==> src/hdl/imucal_pkg.sv <==
// Shared types, constants and helpers for the IMU calibration block.
// No dependencies; imported by the lane, merge and top-level modules.

package imucal_pkg;

    localparam int GAIN_FRAC_BITS = 14;
    localparam int AXES           = 3;
    localparam int SAMPLE_W       = 16;
    localparam int TIME_W         = 32;
    localparam int CFG_DATA_W     = 64;
    localparam int CFG_ADDR_W     = 6;

    localparam logic signed [SAMPLE_W-1:0] GAIN_ONE  = SAMPLE_W'(1 << GAIN_FRAC_BITS);
    localparam logic [TIME_W-1:0]          TIMEOUT_RESET = 32'd60000;

    localparam logic signed [32:0] SAT_MAX = 33'sd32767;
    localparam logic signed [32:0] SAT_MIN = -33'sd32768;

    typedef enum logic [2:0] {
        REG_ACCEL_GAINS   = 3'd0,
        REG_ACCEL_OFFSETS = 3'd1,
        REG_GYRO_OFFSETS  = 3'd2,
        REG_GYRO_DEADBAND = 3'd3,
        REG_IDLE_TIMEOUT  = 3'd4
    } reg_idx_t;

    typedef struct packed {
        logic load;
        logic cal;
    } lane_ctl_t;

    typedef struct packed {
        logic signed [SAMPLE_W-1:0] accel;
        logic signed [SAMPLE_W-1:0] gyro;
        logic                       moving;
    } lane_res_t;

    function automatic logic signed [SAMPLE_W-1:0] sat16(input logic signed [32:0] v);
        logic signed [SAMPLE_W-1:0] r;
        if (v > SAT_MAX)
        begin
            r = 16'sh7fff;
        end
        else if (v < SAT_MIN)
        begin
            r = -16'sh8000;
        end
        else
        begin
            r = v[SAMPLE_W-1:0];
        end
        return r;
    endfunction

endpackage

==> src/hdl/imucal_lane.sv <==
// One axis lane: accel gain multiply and offset, gyro offset and deadband, or raw bypass.
// Depends on imucal_pkg; the product is registered before shift and saturation.

module imucal_lane
    import imucal_pkg::*;
(
    input  logic                       clk,
    input  lane_ctl_t                  ctl,
    input  logic signed [SAMPLE_W-1:0] accel_raw,
    input  logic signed [SAMPLE_W-1:0] gyro_raw,
    input  logic signed [SAMPLE_W-1:0] gain,
    input  logic signed [SAMPLE_W-1:0] accel_offset,
    input  logic signed [SAMPLE_W-1:0] gyro_offset,
    input  logic [14:0]                deadband,
    output lane_res_t                  res
);

    logic signed [31:0]         prod_reg;
    logic signed [31:0]         prod_next;
    logic signed [SAMPLE_W:0]   gdiff_reg;
    logic signed [SAMPLE_W:0]   gdiff_next;
    logic signed [SAMPLE_W-1:0] araw_reg;
    logic signed [SAMPLE_W-1:0] graw_reg;

    logic signed [31:0]         shifted;
    logic signed [32:0]         accel_q;
    logic [SAMPLE_W:0]          gyro_mag;
    logic signed [SAMPLE_W-1:0] accel_cal;
    logic signed [SAMPLE_W-1:0] gyro_cal;

    assign prod_next  = accel_raw * gain;
    assign gdiff_next = {gyro_raw[SAMPLE_W-1], gyro_raw}
                      - {gyro_offset[SAMPLE_W-1], gyro_offset};

    always_ff @(posedge clk)
    begin
        if (ctl.load)
        begin
            prod_reg  <= prod_next;
            gdiff_reg <= gdiff_next;
            araw_reg  <= accel_raw;
            graw_reg  <= gyro_raw;
        end
    end

    always_comb
    begin
        shifted   = prod_reg >>> GAIN_FRAC_BITS;
        accel_q   = {shifted[31], shifted} - {{17{accel_offset[SAMPLE_W-1]}}, accel_offset};
        accel_cal = sat16(accel_q);
        gyro_mag  = gdiff_reg[SAMPLE_W] ? 17'(-gdiff_reg) : 17'(gdiff_reg);
        if (gyro_mag < {2'b00, deadband})
        begin
            gyro_cal = '0;
        end
        else
        begin
            gyro_cal = sat16({{16{gdiff_reg[SAMPLE_W]}}, gdiff_reg});
        end
        res.accel  = ctl.cal ? accel_cal : araw_reg;
        res.gyro   = ctl.cal ? gyro_cal : graw_reg;
        res.moving = (res.gyro != '0);
    end

endmodule

==> src/hdl/imucal_merge.sv <==
// Merge stage: combines the lane results, tracks the last motion time and
// registers the output request. Depends on imucal_pkg.

module imucal_merge
    import imucal_pkg::*;
(
    input  logic                     clk,
    input  logic                     rst_n,
    input  logic                     load,
    input  lane_res_t [AXES-1:0]     lanes,
    input  logic [TIME_W-1:0]        now_ms,
    input  logic [TIME_W-1:0]        idle_timeout_ms,
    output logic [6*SAMPLE_W-1:0]    data,
    output logic                     sleep_request
);

    logic [TIME_W-1:0]     last_motion_reg;
    logic [TIME_W-1:0]     last_motion_next;
    logic [6*SAMPLE_W-1:0] data_reg;
    logic [6*SAMPLE_W-1:0] data_next;
    logic                  sleep_reg;
    logic                  sleep_next;
    logic                  motion;

    always_comb
    begin
        motion = 1'b0;
        for (int i = 0; i < AXES; i++)
        begin
            motion = motion | lanes[i].moving;
            data_next[SAMPLE_W*i +: SAMPLE_W]        = lanes[i].accel;
            data_next[SAMPLE_W*(i+AXES) +: SAMPLE_W] = lanes[i].gyro;
        end
        last_motion_next = (load && motion) ? now_ms : last_motion_reg;
        sleep_next       = (TIME_W'(now_ms - last_motion_next) > idle_timeout_ms);
    end

    always_ff @(posedge clk or negedge rst_n)
    begin
        if (!rst_n)
        begin
            last_motion_reg <= '0;
        end
        else
        begin
            last_motion_reg <= last_motion_next;
        end
    end

    always_ff @(posedge clk)
    begin
        if (load)
        begin
            data_reg  <= data_next;
            sleep_reg <= sleep_next;
        end
    end

    assign data          = data_reg;
    assign sleep_request = sleep_reg;

endmodule

==> src/hdl/imu_calibrate_deadband_idle_core.sv <==
// Top level of the IMU calibration block: stream handshake, APB registers,
// three axis lanes and the merge stage. Depends on imucal_pkg, imucal_lane, imucal_merge.
//
// Takes one sample per cycle while the output is not stalled, in a multiply stage and
// an output stage: the first holds the 16x16 gain multiply of each axis lane, the
// second the shift, offset, saturation, deadband and idle comparison, which ends in the
// output register. A new request is taken while a finished one waits at the output,
// as long as the multiply stage is free. The idle decision of each sample uses the
// last motion time once that sample's own gyro results have updated it.

module imu_calibrate_deadband_idle_core
    import imucal_pkg::*;
(
    input  logic                  clk,
    input  logic                  rst_n,
    input  logic                  s_tvalid,
    output logic                  s_tready,
    input  logic [127:0]          s_tdata,   // accel_x_raw, accel_y_raw, accel_z_raw,
                                             // gyro_x_raw, gyro_y_raw, gyro_z_raw, now_ms
    input  logic                  s_tuser,   // apply_calibration
    output logic                  m_tvalid,
    input  logic                  m_tready,
    output logic [95:0]           m_tdata,   // accel_x_out, accel_y_out, accel_z_out,
                                             // gyro_x_out, gyro_y_out, gyro_z_out
    output logic                  m_tuser,   // sleep_request
    input  logic                  psel,
    input  logic                  penable,
    input  logic                  pwrite,
    input  logic [CFG_ADDR_W-1:0] paddr,
    input  logic [CFG_DATA_W-1:0] pwdata,
    output logic [CFG_DATA_W-1:0] prdata,
    output logic                  pready
);

    logic [47:0]       gains_reg;
    logic [47:0]       aoffs_reg;
    logic [47:0]       goffs_reg;
    logic [14:0]       deadband_reg;
    logic [TIME_W-1:0] timeout_reg;
    reg_idx_t          reg_idx;
    logic              cfg_write;

    logic              s1_valid_reg;
    logic              s1_valid_next;
    logic              cal_reg;
    logic [TIME_W-1:0] now_reg;
    logic              m_valid_reg;
    logic              m_valid_next;
    logic              out_free;
    logic              out_load;
    logic              in_load;

    lane_ctl_t            lane_ctl;
    lane_res_t [AXES-1:0] lane_res;

    assign reg_idx   = reg_idx_t'(paddr[5:3]);
    assign cfg_write = psel && penable && pwrite && pready;
    assign pready    = 1'b1;

    always_ff @(posedge clk or negedge rst_n)
    begin
        if (!rst_n)
        begin
            gains_reg    <= {AXES{GAIN_ONE}};
            aoffs_reg    <= '0;
            goffs_reg    <= '0;
            deadband_reg <= '0;
            timeout_reg  <= TIMEOUT_RESET;
        end
        else if (cfg_write)
        begin
            unique case (reg_idx)
                REG_ACCEL_GAINS:   gains_reg    <= pwdata[47:0];
                REG_ACCEL_OFFSETS: aoffs_reg    <= pwdata[47:0];
                REG_GYRO_OFFSETS:  goffs_reg    <= pwdata[47:0];
                REG_GYRO_DEADBAND: deadband_reg <= pwdata[14:0];
                REG_IDLE_TIMEOUT:  timeout_reg  <= pwdata[TIME_W-1:0];
                default: ;
            endcase
        end
    end

    always_comb
    begin
        unique case (reg_idx)
            REG_ACCEL_GAINS:   prdata = {16'd0, gains_reg};
            REG_ACCEL_OFFSETS: prdata = {16'd0, aoffs_reg};
            REG_GYRO_OFFSETS:  prdata = {16'd0, goffs_reg};
            REG_GYRO_DEADBAND: prdata = {49'd0, deadband_reg};
            REG_IDLE_TIMEOUT:  prdata = {32'd0, timeout_reg};
            default:           prdata = '0;
        endcase
    end

    assign out_free = !m_valid_reg || m_tready;
    assign out_load = s1_valid_reg && out_free;
    assign s_tready = !s1_valid_reg || out_free;
    assign in_load  = s_tvalid && s_tready;

    always_comb
    begin
        s1_valid_next = in_load || (s1_valid_reg && !out_free);
        m_valid_next  = out_load || (m_valid_reg && !m_tready);
    end

    always_ff @(posedge clk or negedge rst_n)
    begin
        if (!rst_n)
        begin
            s1_valid_reg <= 1'b0;
            m_valid_reg  <= 1'b0;
        end
        else
        begin
            s1_valid_reg <= s1_valid_next;
            m_valid_reg  <= m_valid_next;
        end
    end

    always_ff @(posedge clk)
    begin
        if (in_load)
        begin
            cal_reg <= s_tuser;
            now_reg <= s_tdata[127:96];
        end
    end

    assign lane_ctl.load = in_load;
    assign lane_ctl.cal  = cal_reg;

    for (genvar i = 0; i < AXES; i++)
    begin : g_lane
        imucal_lane u_lane (
            .clk          (clk),
            .ctl          (lane_ctl),
            .accel_raw    (s_tdata[SAMPLE_W*i +: SAMPLE_W]),
            .gyro_raw     (s_tdata[SAMPLE_W*(i+AXES) +: SAMPLE_W]),
            .gain         (gains_reg[SAMPLE_W*i +: SAMPLE_W]),
            .accel_offset (aoffs_reg[SAMPLE_W*i +: SAMPLE_W]),
            .gyro_offset  (goffs_reg[SAMPLE_W*i +: SAMPLE_W]),
            .deadband     (deadband_reg),
            .res          (lane_res[i])
        );
    end

    imucal_merge u_merge (
        .clk             (clk),
        .rst_n           (rst_n),
        .load            (out_load),
        .lanes           (lane_res),
        .now_ms          (now_reg),
        .idle_timeout_ms (timeout_reg),
        .data            (m_tdata),
        .sleep_request   (m_tuser)
    );

    assign m_tvalid = m_valid_reg;

    // hold a sampled request while the output stage is blocked
    a_s1_hold: assert property (@(posedge clk) disable iff (!rst_n)
        s1_valid_reg && !out_free |=> s1_valid_reg)
        else $error("multiply stage lost a request");

    // advance into the output register always leaves a valid result
    a_out_load: assert property (@(posedge clk) disable iff (!rst_n)
        out_load |=> m_valid_reg)
        else $error("output register not filled after advance");

    // an empty output register never holds back the input side
    a_in_free: assert property (@(posedge clk) disable iff (!rst_n)
        !m_valid_reg |-> s_tready)
        else $error("input stalled with empty output");

    // no request reaches the output without passing the multiply stage
    a_no_invent: assert property (@(posedge clk) disable iff (!rst_n)
        !s1_valid_reg && !m_valid_reg |=> !m_valid_reg)
        else $error("result appeared without a request");

endmodule
==> config.mk <==
export PLATFORM = sky130hd
export DESIGN_NAME = imu_calibrate_deadband_idle_core
export DESIGN_NICKNAME = d
export VERILOG_FILES = /design/src/hdl/imucal_pkg.sv /design/src/hdl/imucal_lane.sv /design/src/hdl/imucal_merge.sv /design/src/hdl/imu_calibrate_deadband_idle_core.sv
export SDC_FILE = /design/constraint.sdc
export NUM_CORES = 2
export LEC_CHECK = 0
export BUFFER_PORTS_ARGS = -buffer_cell sky130_fd_sc_hd__buf_2
export CORE_MARGIN = 2
export CORE_UTILIZATION = 50
export DETAILED_ROUTE_END_ITERATION = 16
export GPL_ROUTABILITY_DRIVEN = 0
export PLACE_DENSITY = 0.68
export SYNTH_ARGS = -nofsm -noshare
export SYNTH_HDL_FRONTEND = slang
export SYNTH_HIERARCHICAL = 1
export SYNTH_SLANG_ARGS = --single-unit
export TNS_END_PERCENT = 50
==> constraint.sdc <==
create_clock -name clk -period 12.12 [get_ports clk]
set_clock_uncertainty 0.1 [all_clocks]
set_input_delay 2.424 -clock clk [delete_from_list [all_inputs] [get_ports clk]]
set_output_delay 2.424 -clock clk [all_outputs]
set_load 0.01 [all_outputs]
Word-level counts from Yosys, hierarchy flattened
Index checks and enable logic that the tools add are counted.

word-level totals
  register bits = 598
  output and inout port bits = 164

operators by class
  add/sub/neg operators = 10
  multiply operators = 3
  magnitude comparators = 16
  equality and inequality tests = 4
  muxes and demuxes = 26
  bitwise gates (word level) = 2
  reduce and logical (&&, ||, !) cells = 24

operator list
  kind                                                                                count
  16-bit 2-to-1 mux                                                                   21
  48-bit case mux with 5 select lines                                                 1
  33-bit by 16-bit greater-than comparator with 1-bit output (second input constant)  3
  33-bit by 16-bit less-than comparator with 1-bit output (second input constant)     3
  16-bit by 16-bit multiplier with 32-bit output                                      3
  18-bit by 16-bit subtractor with 19-bit output                                      3
  17-bit by 16-bit greater-than comparator with 1-bit output (second input constant)  3
  17-bit by 15-bit less-than comparator with 1-bit output                             3
  17-bit by 16-bit less-than comparator with 1-bit output (second input constant)     3
  17-bit 2-to-1 mux                                                                   3
  17-bit negator                                                                      3
  16-bit by 16-bit subtractor with 17-bit output                                      3
  16-bit nonzero test                                                                 3
  32-bit greater-than comparator                                                      1
  32-bit 2-to-1 mux                                                                   1
  32-bit subtractor                                                                   1
  2-bit AND reduction                                                                 5
  1-bit logical AND                                                                   7
  3-bit by 2-bit == test with 1-bit output (second input constant)                    2
  1-bit zero test                                                                     4
  1-bit logical OR                                                                    4
  3-bit by 1-bit == test with 1-bit output (second input constant)                    1
  3-bit == test (second input constant)                                               1
  3-bit zero test                                                                     1
  1-bit bitwise OR                                                                    2

Logic depth before layout (Yosys ltp)
  depth after elaboration = 12
  depth in mapped cells = 40
  mapped depth without buffers = 39

Modules after synthesis
The synthesis kept the hierarchy.

modules (own cells, without submodules)
  module                            times used  cells an instance  area an instance (um^2)  seq. area each (um^2)
  imucal_lane at g_lane[2].u_lane   1           1,560              14,541.4                 2,011.9
  imucal_lane at g_lane[0].u_lane   1           1,592              14,453.9                 2,011.9
  imucal_lane at g_lane[1].u_lane   1           1,515              14,261.2                 2,011.9
  imu_calibrate_deadband_idle_core  1           681                9,967.1                  5,833.1
  imucal_merge                      1           538                6,668.9                  3,713.6

Least setup slack after synthesis
OpenSTA, ideal clock, no wires.

  path type = in2reg
  from = in m_tready
  to = reg u_merge.sleep_reg, in the netlist u_merge/sleep_request, data pin
  setup time = 0.264 ns
  arrival time = 9.033 ns
  data required time = 11.756 ns
  path slack = 2.723 ns
  stages = 24
  cell sequence = nand2b_1 > and2_1 > o31a_1 > buf_2 > buf_1 > mux2i_1 > ha_1 > a21oi_1 > nand2_1 > o21ai_0 > o221ai_2 > a31oi_2 > o211ai_1 > a21oi_1 > xnor2_1 > ha_1 > a21o_1 > a21o_1 > a21o_1 > a21o_1 > a21oi_1 > o21ai_0 > a21oi_1 > a21boi_0

on the way
  cells in the longest elaborated chain, start to end = 6

ends and longest elaborated chain
  element                         line                                    source
  from (decl)                     imu_calibrate_deadband_idle_core.sv:22  input logic m_tready,
  1-bit logical OR                imu_calibrate_deadband_idle_core.sv:95  assign out_free = !m_valid_reg || m_tready;
  1-bit logical AND               imu_calibrate_deadband_idle_core.sv:96  assign out_load = s1_valid_reg && out_free;
  named net out_load              imu_calibrate_deadband_idle_core.sv:50  logic out_load;
  1-bit logical AND               imucal_merge.sv:34                      last_motion_next = (load && motion) ? now_ms : last_motion_reg;
  32-bit 2-to-1 mux               imucal_merge.sv:34
  32-bit subtractor               imucal_merge.sv:35                      sleep_next = (TIME_W'(now_ms - last_motion_next) > idle_timeout_ms);
  32-bit greater-than comparator  imucal_merge.sv:35
  named net u_merge.sleep_next    imucal_merge.sv:22                      logic sleep_next;
  to (signal assigned)            imucal_merge.sv:55                      sleep_reg <= sleep_next;
  to (decl)                       imucal_merge.sv:21                      logic sleep_reg;

The timed path passes the listed nets, and every way through them passes these cells.
A chain may end at the register's enable or synchronous reset.

==> results.yml <==
clocking:
  numCtsBuffers: 60
  cts_root_buffer: "clkbuf_16"
  clk_pin_slew_worst_paths_ns: 0.06
  clk_latency_ns: 0.65
  cts_sinks: 556
  clockBufferDepth: 3
  post-cts-setup-buffers: 0
  cts_repair_resize_count: 0
  cts-hold-fix-buffers: 0
  cts_tree: "done"
  h-tree-depth: 2
setup_path:
  r2r_slack_ns: 2.51
  cp-endpoint: "u_merge/sleep_request"
  r2r-start: "g_lane[0].u_lane/gdiff_reg[7]"
  slowest_stage: "o31a_2"
  cp.required_ns: 12.47
  crit_type: "reg2reg"
  setup.worst_path.start: "g_lane[0].u_lane/gdiff_reg[7]"
  cp_slowest_stage_delay_ns: 0.93
  reg2reg_depth: 27
  endpoint_kind: "flop"
  cp_max_fo: 33
  critPathLaunchType: "flop"
  critPathArrivalTime_ns: 9.96
  reg2reg_to: "u_merge/sleep_request"
floorplan:
  start_util: 0.506
  rows: 126
  dieArea_um2: 123000
  die_h_um: 350
  die_x_um: 350
  coreArea_um2: 118000
  ios: 370
global_route:
  grt.overflow.total: 0
  grt_antenna_before_repair: 43
  grt_pass1_vias: 44400
  grt.total_usage: 0.264
  grt_max_degree: 153
  grt_pass1_wl_um: 250000
drt:
  drt_iter0_drc: 3008
  drt_first_pass_iters: 5
  wl_per_cell_um: 20.4
  drc: 0
  vias_per_cell: 5.48
  antenna_left: 0
  num_vias: 42700
  drt-total-wl_um: 159000
placement:
  dp_hpwl_um: 124000
  place_ws_ns: 2.62
  io_buffers: 333
  placed_area_um2: 62900
yosys:
  synthFlopType: "edfxtp_1"
  syn_area_um2: 59900
  syn_inst: 5886
  synth_edf_count: 331
  yosys_register_bits: 556
  ys_seq_area_frac: 0.260
  ys_warn_count: 6
  ys_async_sr_fraction: 0.405
  netlist-cell-type-count: 106
  avgSynthCellArea_um2: 10.2
sta:
  timing.fmax_mhz: 104
  min_period_ns: 9.61
  setup_viol: 0
  fin_tns_setup_ns: 0
  setup_ws_ns: 2.51
  final_hold_viol_count: 0
  period_share: 0.793
  slew_headroom: 0.188
  rsz0062_at_grt: "no"
  drv_slew: 0
  tightestPinTransition_ns: 1.21
final_layout:
  layout-area-overhead-vs-synth_pct: 8.58
  final_common_cell: "inv_1"
  final_cell_mix: "1193 x inv_1, 790 x fa_1, 508 x nand2_1"
  final_area_um2: 65000
  drive_gt1_frac: 0.124
  largest_reg_flops: 96
  nets: 7570
outcome:
  status: "finished clean"
worst_hold_path:
  hold_path_class: "reg2reg"
flow_run:
  max_cap_viol_count: 0
## area by class of cell
| type | count | area, um2 |
|---|---|---|
| Timing Repair Buffer | 358 | 1880 |
| Inverter | 1194 | 4480 |
| Clock buffer | 87 | 1860 |
| Fill cell | 10300 | 53400 |
| Multi-Input combinational cell | 3954 | 38900 |
| Clock inverter | 27 | 241 |
| Antenna cell | 16 | 40.0 |
| Sequential cell | 556 | 15600 |
| Tap cell | 1600 | 2000 |
## Yosys cell counts, drive strengths merged (31+ instances only)
cell,count,area [um2]
clkbuf,129,484
nor3,47,263
nand2,508,1910
a21o,66,495
o21a,40,300
a211oi,31,255
mux2,207,2440
mux2i,65,651
buf,68,477
nand4,33,206
xor2,50,445
nand2b,57,357
dfrtp,215,5380
edfxtp,331,9940
xnor2,155,1360
fa,790,15800
ha,450,5630
nor2,264,1010
nand3,37,200
inv,1194,4480
o21ai,140,716
nor2b,37,231
a21oi,185,975
and2,380,2380
o22ai,49,307
## worst max-delay path: cells and delay by family (launching register included)
kind	cells	cell delay (ns)
compound gates	12	4.21
flops	1	0.51
simple gates	10	3.05
fa+ha+maj	3	1.11
xor+xnor	1	0.09
mux	1	0.31
## worst min-delay path by stage
stage,depth (start not counted),slack (ns),to,from
after global placement,2,0.35,u_merge/last_motion_reg[10],u_merge/last_motion_reg[10]
after detailed placement,2,0.37,u_merge/last_motion_reg[10],u_merge/last_motion_reg[10]
after CTS,2,0.38,u_merge/last_motion_reg[10],u_merge/last_motion_reg[10]
after global routing,2,0.40,u_merge/last_motion_reg[10],u_merge/last_motion_reg[10]
after floorplan,2,0.34,u_merge/last_motion_reg[10],u_merge/last_motion_reg[10]
final,2,0.38,u_merge/last_motion_reg[10],u_merge/last_motion_reg[10]
## stage by stage
stage | instances | hold slack [ns] | utilization
after floorplan | 5901 | 0.341 | -
after global placement | 7662 | 0.355 | 0.531
after detailed placement | 7662 | 0.366 | 0.531
after CTS | 7776 | 0.381 | 0.549
after global routing | 7783 | 0.395 | 0.549
final | 7792 | 0.378 | 0.549
## logic make-up (layout without fill, tap and decap cells)
kind of cell	Yosys count	count (layout)	synth area share
flops	556	556	0.260
buf+inv	1391	1666	0.0909
fa+ha+maj	1240	1240	0.358
mux	272	272	0.0517
simple gates	1480	1480	0.124
other cells	2	33	0.000125
xor+xnor	205	205	0.0301
compound gates	740	740	0.0853
## per-layer routing
| layer | up-vias | share of wire | wire [um] | global-route usage |
|---|---|---|---|---|
| met5 | - | 0.0014 | 216 | 0 |
| met1 | 21600 | 0.41 | 65000 | 0.342 |
| met2 | 1355 | 0.48 | 76100 | 0.446 |
| met3 | 290 | 0.077 | 12300 | 0.0521 |
| met4 | 34 | 0.034 | 5460 | 0.0851 |
| li1 | 19400 | - | - | - |
Power is left out: the tool's default activity adds up to more than one toggle a clock period on the data nets, which glitch-free logic cannot reach.
